<file path="src/hw/rtl/fsp_pkg.sv">
// Shared types and constants for the fragment segment pairer.
// Used by fsp_ctrl, fsp_datapath and fragment_segment_pairer_unit.
package fsp_pkg;

    // Stream widths, padded to whole bytes
    localparam int IN_W  = 128;
    localparam int OUT_W = 104;

    // Config port
    localparam int CFG_IDX_W = 2;
    localparam int CFG_W     = 31;

    localparam logic [CFG_IDX_W-1:0] REG_GAP_MIN  = 2'd0;
    localparam logic [CFG_IDX_W-1:0] REG_MAX_SEG  = 2'd1;
    localparam logic [CFG_IDX_W-1:0] REG_MIN_QUAL = 2'd2;

    localparam logic [30:0] GAP_MIN_RST  = 31'd1000;
    localparam logic [3:0]  MAX_SEG_RST  = 4'd3;
    localparam logic [7:0]  MIN_QUAL_RST = 8'd20;

    // One buffered segment
    typedef struct packed {
        logic [15:0]        chrom;
        logic [30:0]        seg_start;
        logic [30:0]        seg_end;
        logic [7:0]         quality;
        logic signed [1:0]  phase;
        logic signed [1:0]  strand;
    } seg_t;

    // One contact pair
    typedef struct packed {
        logic [15:0]        chrom_a;
        logic [15:0]        chrom_b;
        logic [30:0]        pos_a;
        logic [30:0]        pos_b;
        logic signed [1:0]  phase_a;
        logic signed [1:0]  phase_b;
        logic signed [1:0]  strand_a;
        logic signed [1:0]  strand_b;
    } pair_t;

    // Ordered candidate pair, before the distance filter
    typedef struct packed {
        pair_t legs;
        logic  same_chrom;
        logic  qual_ok;
    } cand_t;

    // Controller -> datapath
    typedef struct packed {
        logic latch_in;     // capture input word
        logic walk_start;   // index to zero
        logic rd;           // read buffer at index
        logic ld_prev;      // read data becomes earlier segment
        logic ld_cand;      // build candidate from earlier and read segment
        logic idx_inc;
        logic push;         // kept candidate goes to pending slot
        logic flush;        // pending goes out marked last
        logic store;        // append captured segment to group
        logic clear_group;
    } cmd_t;

    // Datapath -> controller
    typedef struct packed {
        logic id_differs;   // open group and new id
        logic walk_ok;      // group size allows pairs
        logic idx_zero;
        logic idx_more;     // index + 1 below count
        logic in_last;
        logic keep;         // candidate survives filters
        logic pend_valid;
        logic out_free;
    } sts_t;

endpackage

</file>
<file path="src/hw/rtl/fragment_segment_pairer_unit.sv">
// Fragment segment pairer, top level: state machine plus datapath.
// Depends on fsp_pkg, fsp_ctrl, fsp_datapath.
// A word that closes no group goes through accept, id check and store. Closing a group
// that passes the size checks walks the buffer: start, read and load per segment, evaluate
// per later one, flush; a group too small or too large for pairs just starts and flushes.
// A pair is shown once the next kept pair or the end of the walk is found.
// Reset: aresetn synchronous, active low; clears group state, config to defaults.
module fragment_segment_pairer_unit #(
    parameter int MAX_GROUP = 8     // segment buffer depth, 2..64
) (
    input  logic                            aclk,
    input  logic                            aresetn,
    // Segment input
    input  logic                            s_tvalid,
    output logic                            s_tready,
    // fragment_id[31:0], chrom[47:32], seg_start[78:48], seg_end[109:79],
    // quality[117:110], haplotype[119:118], orientation[121:120], zero pad
    input  logic [fsp_pkg::IN_W-1:0]        s_tdata,
    input  logic                            s_tlast,    // stream_end
    // Pair output
    output logic                            m_tvalid,
    input  logic                            m_tready,
    // chrom_a[15:0], chrom_b[31:16], pos_a[62:32], pos_b[93:63],
    // phase_a[95:94], phase_b[97:96], strand_a[99:98], strand_b[101:100], zero pad
    output logic [fsp_pkg::OUT_W-1:0]       m_tdata,
    output logic                            m_tlast,    // run_last
    // Config write: 0 min_distance, 1 max_segments, 2 min_quality
    input  logic                            cfg_we,
    input  logic [fsp_pkg::CFG_IDX_W-1:0]   cfg_index,
    input  logic [fsp_pkg::CFG_W-1:0]       cfg_wdata
);

    fsp_pkg::cmd_t cmd;
    fsp_pkg::sts_t sts;

    // Sequencer: one word in flight; it is held in IDLE only
    fsp_ctrl u_ctrl (
        .aclk     (aclk),
        .aresetn  (aresetn),
        .s_tvalid (s_tvalid),
        .s_tready (s_tready),
        .sts      (sts),
        .cmd      (cmd)
    );

    // Buffer, ordering and filter; the output register decouples m_tready
    fsp_datapath #(
        .MAX_GROUP (MAX_GROUP)
    ) u_dp (
        .aclk      (aclk),
        .aresetn   (aresetn),
        .s_tdata   (s_tdata),
        .s_tlast   (s_tlast),
        .cfg_we    (cfg_we),
        .cfg_index (cfg_index),
        .cfg_wdata (cfg_wdata),
        .cmd       (cmd),
        .sts       (sts),
        .m_tvalid  (m_tvalid),
        .m_tready  (m_tready),
        .m_tdata   (m_tdata),
        .m_tlast   (m_tlast)
    );

endmodule

</file>
<file path="src/hw/rtl/fsp_ctrl.sv">
// Sequencing state machine for the fragment segment pairer.
// Depends on fsp_pkg (cmd_t, sts_t).
module fsp_ctrl (
    input  logic           aclk,
    input  logic           aresetn,
    input  logic           s_tvalid,
    output logic           s_tready,
    input  fsp_pkg::sts_t  sts,
    output fsp_pkg::cmd_t  cmd
);

    localparam logic [2:0] S_IDLE  = 3'd0;
    localparam logic [2:0] S_CHECK = 3'd1;
    localparam logic [2:0] S_START = 3'd2;
    localparam logic [2:0] S_RD    = 3'd3;
    localparam logic [2:0] S_LD    = 3'd4;
    localparam logic [2:0] S_EV    = 3'd5;
    localparam logic [2:0] S_FLUSH = 3'd6;
    localparam logic [2:0] S_STORE = 3'd7;

    logic [2:0] state_reg, state_next;
    logic       final_close_reg, final_close_next;  // closing after the store

    always_ff @(posedge aclk) begin
        if (!aresetn) begin
            state_reg       <= S_IDLE;
            final_close_reg <= 1'b0;
        end else begin
            state_reg       <= state_next;
            final_close_reg <= final_close_next;
        end
    end

    assign s_tready = (state_reg == S_IDLE);

    always_comb begin
        cmd              = '0;
        state_next       = state_reg;
        final_close_next = final_close_reg;
        case (state_reg)
            S_IDLE: begin
                if (s_tvalid) begin
                    cmd.latch_in = 1'b1;
                    state_next   = S_CHECK;
                end
            end
            S_CHECK: begin
                if (sts.id_differs) begin
                    final_close_next = 1'b0;
                    state_next       = S_START;
                end else begin
                    state_next = S_STORE;
                end
            end
            S_STORE: begin
                cmd.store = 1'b1;
                if (sts.in_last) begin
                    final_close_next = 1'b1;
                    state_next       = S_START;
                end else begin
                    state_next = S_IDLE;
                end
            end
            S_START: begin
                cmd.walk_start = 1'b1;
                state_next     = sts.walk_ok ? S_RD : S_FLUSH;
            end
            S_RD: begin
                cmd.rd     = 1'b1;
                state_next = S_LD;
            end
            S_LD: begin
                if (sts.idx_zero) begin
                    cmd.ld_prev = 1'b1;
                    cmd.idx_inc = 1'b1;
                    state_next  = S_RD;
                end else begin
                    cmd.ld_cand = 1'b1;
                    state_next  = S_EV;
                end
            end
            S_EV: begin
                // stall only when a kept pair must displace a pending one
                if (!(sts.keep && sts.pend_valid && !sts.out_free)) begin
                    cmd.push    = sts.keep;
                    cmd.idx_inc = 1'b1;
                    state_next  = sts.idx_more ? S_RD : S_FLUSH;
                end
            end
            S_FLUSH: begin
                if (!sts.pend_valid || sts.out_free) begin
                    cmd.flush       = sts.pend_valid;
                    cmd.clear_group = 1'b1;
                    state_next      = final_close_reg ? S_IDLE : S_STORE;
                end
            end
            default: begin
                state_next = S_IDLE;
            end
        endcase
    end

endmodule

</file>
<file path="src/hw/rtl/fsp_datapath.sv">
// Datapath of the fragment segment pairer: config registers, segment
// buffer, group counters, leg ordering, distance filter, output register.
// Depends on fsp_pkg.
module fsp_datapath #(
    parameter int MAX_GROUP = 8
) (
    input  logic                            aclk,
    input  logic                            aresetn,
    input  logic [fsp_pkg::IN_W-1:0]        s_tdata,
    input  logic                            s_tlast,
    input  logic                            cfg_we,
    input  logic [fsp_pkg::CFG_IDX_W-1:0]   cfg_index,
    input  logic [fsp_pkg::CFG_W-1:0]       cfg_wdata,
    input  fsp_pkg::cmd_t                   cmd,
    output fsp_pkg::sts_t                   sts,
    output logic                            m_tvalid,
    input  logic                            m_tready,
    output logic [fsp_pkg::OUT_W-1:0]       m_tdata,
    output logic                            m_tlast
);

    localparam int CW   = $clog2(MAX_GROUP + 2);
    localparam int AW   = $clog2(MAX_GROUP);
    localparam int CMPW = (CW > 4) ? CW : 4;

    // Config
    logic [30:0] gap_min_reg;
    logic [3:0]  max_seg_reg;
    logic [7:0]  min_qual_reg;

    always_ff @(posedge aclk) begin
        if (!aresetn) begin
            gap_min_reg  <= fsp_pkg::GAP_MIN_RST;
            max_seg_reg  <= fsp_pkg::MAX_SEG_RST;
            min_qual_reg <= fsp_pkg::MIN_QUAL_RST;
        end else if (cfg_we) begin
            case (cfg_index)
                fsp_pkg::REG_GAP_MIN:  gap_min_reg  <= cfg_wdata;
                fsp_pkg::REG_MAX_SEG:  max_seg_reg  <= cfg_wdata[3:0];
                fsp_pkg::REG_MIN_QUAL: min_qual_reg <= cfg_wdata[7:0];
                default: ;
            endcase
        end
    end

    // Captured input word
    logic [31:0]   in_id_reg;
    fsp_pkg::seg_t in_seg_reg;
    logic          in_last_reg;

    always_ff @(posedge aclk) begin
        if (cmd.latch_in) begin
            in_id_reg            <= s_tdata[31:0];
            in_seg_reg.chrom     <= s_tdata[47:32];
            in_seg_reg.seg_start <= s_tdata[78:48];
            in_seg_reg.seg_end   <= s_tdata[109:79];
            in_seg_reg.quality   <= s_tdata[117:110];
            in_seg_reg.phase     <= s_tdata[119:118];
            in_seg_reg.strand    <= s_tdata[121:120];
            in_last_reg          <= s_tlast;
        end
    end

    // Group bookkeeping
    logic [CW-1:0] count_reg, count_next;
    logic [31:0]   gid_reg, gid_next;
    logic          open_reg, open_next;
    logic [CW-1:0] idx_reg, idx_next;

    always_comb begin
        count_next = count_reg;
        gid_next   = gid_reg;
        open_next  = open_reg;
        idx_next   = idx_reg;
        if (cmd.clear_group) begin
            count_next = '0;
            open_next  = 1'b0;
        end else if (cmd.store) begin
            open_next = 1'b1;
            if (!open_reg) gid_next = in_id_reg;
            if (count_reg <= CW'(MAX_GROUP)) count_next = count_reg + CW'(1);
        end
        if (cmd.walk_start)
            idx_next = '0;
        else if (cmd.idx_inc)
            idx_next = idx_reg + CW'(1);
    end

    always_ff @(posedge aclk) begin
        if (!aresetn) begin
            count_reg <= '0;
            gid_reg   <= '0;
            open_reg  <= 1'b0;
            idx_reg   <= '0;
        end else begin
            count_reg <= count_next;
            gid_reg   <= gid_next;
            open_reg  <= open_next;
            idx_reg   <= idx_next;
        end
    end

    // Segment buffer, one write and one registered read port
    fsp_pkg::seg_t seg_mem [MAX_GROUP];
    fsp_pkg::seg_t rd_seg_reg;

    always_ff @(posedge aclk) begin
        if (cmd.store && (count_reg < CW'(MAX_GROUP)))
            seg_mem[count_reg[AW-1:0]] <= in_seg_reg;
        if (cmd.rd)
            rd_seg_reg <= seg_mem[idx_reg[AW-1:0]];
    end

    // Leg ordering: t is the earlier segment, s the later one
    fsp_pkg::seg_t  prev_reg;
    fsp_pkg::cand_t cand_reg, cand_next;
    logic           a_is_t;

    always_comb begin
        a_is_t = (prev_reg.chrom < rd_seg_reg.chrom) ||
                 ((prev_reg.chrom == rd_seg_reg.chrom) &&
                  (prev_reg.seg_end < rd_seg_reg.seg_start));
        cand_next.same_chrom = (prev_reg.chrom == rd_seg_reg.chrom);
        cand_next.qual_ok    = (prev_reg.quality >= min_qual_reg) &&
                               (rd_seg_reg.quality >= min_qual_reg);
        if (a_is_t) begin
            cand_next.legs.chrom_a  = prev_reg.chrom;
            cand_next.legs.chrom_b  = rd_seg_reg.chrom;
            cand_next.legs.pos_a    = prev_reg.seg_end;
            cand_next.legs.pos_b    = rd_seg_reg.seg_start;
            cand_next.legs.phase_a  = prev_reg.phase;
            cand_next.legs.phase_b  = rd_seg_reg.phase;
            cand_next.legs.strand_a = prev_reg.strand;
            cand_next.legs.strand_b = rd_seg_reg.strand;
        end else begin
            cand_next.legs.chrom_a  = rd_seg_reg.chrom;
            cand_next.legs.chrom_b  = prev_reg.chrom;
            cand_next.legs.pos_a    = rd_seg_reg.seg_start;
            cand_next.legs.pos_b    = prev_reg.seg_end;
            cand_next.legs.phase_a  = rd_seg_reg.phase;
            cand_next.legs.phase_b  = prev_reg.phase;
            cand_next.legs.strand_a = rd_seg_reg.strand;
            cand_next.legs.strand_b = prev_reg.strand;
        end
    end

    always_ff @(posedge aclk) begin
        if (cmd.ld_prev || cmd.ld_cand)
            prev_reg <= rd_seg_reg;
        if (cmd.ld_cand)
            cand_reg <= cand_next;
    end

    // Distance filter: strands oppose when one is negative, other is +1
    logic signed [31:0] leg_diff;
    logic               opposed;
    logic               too_close;

    always_comb begin
        leg_diff  = $signed({1'b0, cand_reg.legs.pos_b}) -
                    $signed({1'b0, cand_reg.legs.pos_a});
        opposed   = (cand_reg.legs.strand_a[1] && (cand_reg.legs.strand_b == 2'sd1)) ||
                    (cand_reg.legs.strand_b[1] && (cand_reg.legs.strand_a == 2'sd1));
        too_close = cand_reg.same_chrom && !opposed &&
                    (leg_diff < $signed({1'b0, gap_min_reg}));
    end

    // Pending slot holds the newest kept pair until its last flag is known
    fsp_pkg::pair_t pend_reg;
    logic           pend_valid_reg;
    fsp_pkg::pair_t out_reg;
    logic           out_valid_reg;
    logic           out_last_reg;
    logic           out_free;
    logic           out_load;

    assign out_free = !out_valid_reg || m_tready;
    assign out_load = (cmd.push && pend_valid_reg) || cmd.flush;

    always_ff @(posedge aclk) begin
        if (!aresetn) begin
            pend_valid_reg <= 1'b0;
            out_valid_reg  <= 1'b0;
        end else begin
            if (cmd.push)
                pend_valid_reg <= 1'b1;
            else if (cmd.flush)
                pend_valid_reg <= 1'b0;
            if (out_load)
                out_valid_reg <= 1'b1;
            else if (m_tready)
                out_valid_reg <= 1'b0;
        end
    end

    always_ff @(posedge aclk) begin
        if (cmd.push)
            pend_reg <= cand_reg.legs;
        if (out_load) begin
            out_reg      <= pend_reg;
            out_last_reg <= cmd.flush;
        end
    end

    // Status
    logic [CMPW-1:0] count_cmp;
    assign count_cmp = CMPW'(count_reg);

    assign sts.id_differs = open_reg && (in_id_reg != gid_reg);
    assign sts.walk_ok    = (count_reg >= CW'(2)) && (count_reg <= CW'(MAX_GROUP)) &&
                            (count_cmp <= CMPW'(max_seg_reg));
    assign sts.idx_zero   = (idx_reg == '0);
    assign sts.idx_more   = ({1'b0, idx_reg} + (CW+1)'(1)) < {1'b0, count_reg};
    assign sts.in_last    = in_last_reg;
    assign sts.keep       = cand_reg.qual_ok && !too_close;
    assign sts.pend_valid = pend_valid_reg;
    assign sts.out_free   = out_free;

    // Output word
    assign m_tvalid = out_valid_reg;
    assign m_tlast  = out_last_reg;
    assign m_tdata  = {2'b00,
                       out_reg.strand_b, out_reg.strand_a,
                       out_reg.phase_b,  out_reg.phase_a,
                       out_reg.pos_b,    out_reg.pos_a,
                       out_reg.chrom_b,  out_reg.chrom_a};

endmodule

</file>
<file path="config.mk">
export PLATFORM = sky130hd
export DESIGN_NAME = fragment_segment_pairer_unit
export DESIGN_NICKNAME = d
export VERILOG_FILES = /design/src/hw/rtl/fsp_pkg.sv /design/src/hw/rtl/fragment_segment_pairer_unit.sv /design/src/hw/rtl/fsp_ctrl.sv /design/src/hw/rtl/fsp_datapath.sv
export SDC_FILE = /design/constraint.sdc
export NUM_CORES = 1
export LEC_CHECK = 0
export BUFFER_PORTS_ARGS = -buffer_cell sky130_fd_sc_hd__clkbuf_2
export CAP_MARGIN = 25
export CORE_MARGIN = 4
export CORE_UTILIZATION = 35
export CTS_CLUSTER_DIAMETER = 30
export CTS_CLUSTER_SIZE = 24
export DETAILED_ROUTE_END_ITERATION = 10
export SLEW_MARGIN = 20
export SYNTH_ARGS = -nofsm -noshare
export SYNTH_HDL_FRONTEND = slang
export SYNTH_SLANG_ARGS = --single-unit
export TNS_END_PERCENT = 100
</file>
<file path="constraint.sdc">
create_clock -name aclk -period 15.4 [get_ports aclk]
set_clock_uncertainty 0.1 [all_clocks]
set_input_delay 1.54 -clock aclk [delete_from_list [all_inputs] [get_ports aclk]]
set_output_delay 1.54 -clock aclk [all_outputs]
set_load 0.05 [all_outputs]
</file>
==> reports/results.ini <==
[yosys]
ys_warn_count = 0
postSynthRegisterBits = 1391
post_synth_instance_area_mm2 = 0.05337
synth_area_leader_cell = sky130_fd_sc_hd__edfxtp_1
netlist_instances = 2775
syn_area_per_cell_um2 = 19.23
part_of_the_yosys_area_used_for_sequential_elements_pct = 76.58
synth-async-reset-ratio_pct = 0
synth_enable_flop_cells = 1301
post_synth_top_area_share_pct = 73.20
synth_cell_types = 72
leading_cell_types_by_count_after_synthesis = sky130_fd_sc_hd__edfxtp_1, sky130_fd_sc_hd__mux4_2, sky130_fd_sc_hd__nand2_1
post-synth-top-count-cell = sky130_fd_sc_hd__edfxtp_1
synthTopCellsByArea = sky130_fd_sc_hd__edfxtp_1, sky130_fd_sc_hd__mux4_2, sky130_fd_sc_hd__dfxtp_1, sky130_fd_sc_hd__ha_1, sky130_fd_sc_hd__mux2_2
synth_top_flop_cell = sky130_fd_sc_hd__edfxtp_1

[global_route]
global_route_wire_length_before_repair_um = 182200
antenna_found_initial = 13
total_track_usage_pct = 15.60
globalRoute.totalOverflow = 0
number_of_global_route_vias_before_repair = 27727
grt_start_max_net_pins = 69

[die]
die_area_mm2 = 0.1588
pin_count = 274
std_cell_rows = 143
start_util_pct = 35.17
chipHeight_um = 398.5
floorplan.die.width_um = 398.5
placeableCoreArea_mm2 = 0.1517

[sta]
achievable-frequency_mhz = 131.0
max_slew_margin_pct = 32.15
hold-worst-slack_ps = 291.2
timing.final.hold_violations = 0
final.period_utilization_pct = 49.57
final.min_clock_period_ps = 7634
rsz_0062_raised_after_global_routing = false
fin_tns_setup_ps = 0
maxSlewViolCount = 0
final.setup.worst_slack_ps = 7766
final-setup-viol-count = 0
worst_margin_pin_slew_ps = 1018

[routing]
wl_per_cell_um = 22.33
drt-pass1-iter-count = 5
detail-route-antenna-nets = 0
viasPerCell = 4.816
initialDrtViolationCount = 2002
detail_route.wirelength_um = 124000
route.detailed.drc = 0
dr_total_vias = 26743

[clocking]
worst_skew_pair.late_latency_ps = 870
cts_buf_count = 302
cts_max_level = 5
cts_tree = yes
cts-hold-fix-buffers = 0
clk_root_buffer_cell = sky130_fd_sc_hd__clkbuf_16
clkSlewWorstSetupHoldPaths_ps = 50
ctsResizeCount = 0
cts.repair_timing.setup_buffer_count = 0
clock_path_buffers = 4
cts_sinks = 1391

[critical_path]
cp.required_ps = 15750
ff2ff_path_depth = 23
cp-end-kind = register
regToRegStartpoint = u_dp.cand_reg[10]
timing.critical_path.fanout_max = 60
critPathLaunchType = register
worst_ep_arrival_time_ps = 7990
critPathKind = register to register
rr_endpoint = u_dp.m_tdata[69]
critical_path.startpoint = u_dp.cand_reg[10]
crit_path_cell_chain = inv_1 > ha_1 > inv_1 > fa_1 > a21o_1 > a221oi_2 > o21ai_1 > nor4_1 > o21bai_1 > a21o_1 > a21oi_1 > xnor2_1 > ha_1 > and4_1 > nor4b_1 > a2111oi_0 > o211ai_1 > o22ai_1 > a221oi_2 > nor4b_4 > nand2_1 > nand2_4 > buf_4
reg2reg_setup_slack_ps = 7770
crit_path_top_delay_cell = sky130_fd_sc_hd__buf_4
cp_slowest_stage_delay_ps = 780
crit_path_end = u_dp.m_tdata[69]

[final_layout]
fill_cells = 13162
share_of_final_layout_standard_cells_stronger_than_drive_strength_1_pct = 31.03
fin_cells = 5553
final_nets = 3600
max_ffs_per_register = 720
area_growth_pct = 26.24

[hold_path]
hold_path_class = register to register
min_delay_path_depth = 0

[placement]
detailed_place_hpwl_um = 75910
place_ws_ps = 7696
place.port_buffers = 265
gpl.final_weighted_congestion = 0.7948
placed_cells_incl_taps = 5022

[outcome]
run_status = finished, final reports clean

[pwr]
power-per-cell-area_mw_per_mm2 = 183.0
vdd_drop_max_mv = 0.09922
lkg_pwr_nw = 23.28

[job]
drv.max_cap_violation_count = 0

-- how the worst min path moves through the flow --
stage                 startpoint          endpoint  slack (ps)
3_3_place_gp   u_dp.pend_reg[48]  u_dp.m_tdata[41]         300
6_report       u_dp.pend_reg[50]  u_dp.m_tdata[43]         290
4_1_cts        u_dp.pend_reg[19]  u_dp.m_tdata[74]         290
5_1_grt        u_dp.pend_reg[50]  u_dp.m_tdata[43]         300
3_5_place_dp   u_dp.pend_reg[76]  u_dp.m_tdata[22]         300
2_1_floorplan  u_dp.pend_reg[86]   u_dp.m_tdata[0]         300
-- power by group --
part	switching, mW	leakage (nW)	internal [mW]
logic	0.643	5.98	0.583
registers	0.248	12.5	4.59
clock network	1.97	4.81	4.30
-- stage by stage --
step           cell area, um^2  total power, mW  utilization (%)
2_1_floorplan            53370            5.742                -
3_3_place_gp             57320            6.125            37.78
3_5_place_dp             57330            6.145            37.79
4_1_cts                  67310            12.48            44.36
5_1_grt                  67360            12.83            44.40
6_report                 67370            12.33            44.40
-- metal layers --
layer | vias up | GRT usage (%) | wire length, um
met5 | - | 0 | 35
met4 | 6 | 4.696 | 2389
met3 | 187 | 3.981 | 8068
met2 | 778 | 23.98 | 57260
met1 | 13690 | 21.89 | 56250
li1 | 12082 | - | -
-- kinds of logic after synthesis --
logic type | synth area share [%]
other cells | 0.007027
xor+xnor | 1.067
buf+inv | 1.660
compound gates | 2.905
flops | 76.58
simple gates | 2.727
fa+ha+maj | 3.179
mux | 11.87
-- final cells by class --
cell class	count	area, um^2	share of cell area [%]
antenna	4	10.01	0.01486
clock buffer	345	7875	11.69
clock inverter	180	2098	3.114
inverter	140	525.5	0.7800
multi-input combinational	1154	11740	17.43
sequential	1391	40880	60.68
tap	2030	2540	3.770
timing repair buffer	309	1700	2.524
-- critical path: cells and delay by family (launching register included) --
family	cells	cell delay [ps]
adder cells (fa/ha/maj)	3	880
AO/OA/AOI/OAI	10	2590
AND/OR/NAND/NOR	6	2060
flip-flops	1	380
buffers and inverters	3	910
XOR/XNOR	1	160
-- cell usage in the layout, fill, tap and decap left out, drive strengths merged, types with 8 or more instances in the layout --
master	count
edfxtp	1301
nor2	60
xnor2	27
o21ai	42
clkinvlp	29
xor2	38
inv	167
mux4	180
nand2	160
nand4	17
a211oi	8
nor4	9
nor3	11
a31oi	9
mux2i	11
nand3	13
a21o	22
nand2b	14
nor2b	10
clkbuf	610
clkinv	85
buf	44
ha	134
dfxtp	90
o211ai	9
a21oi	114
bufinv	39
mux2	193
Power figures use the tool's default switching activity.
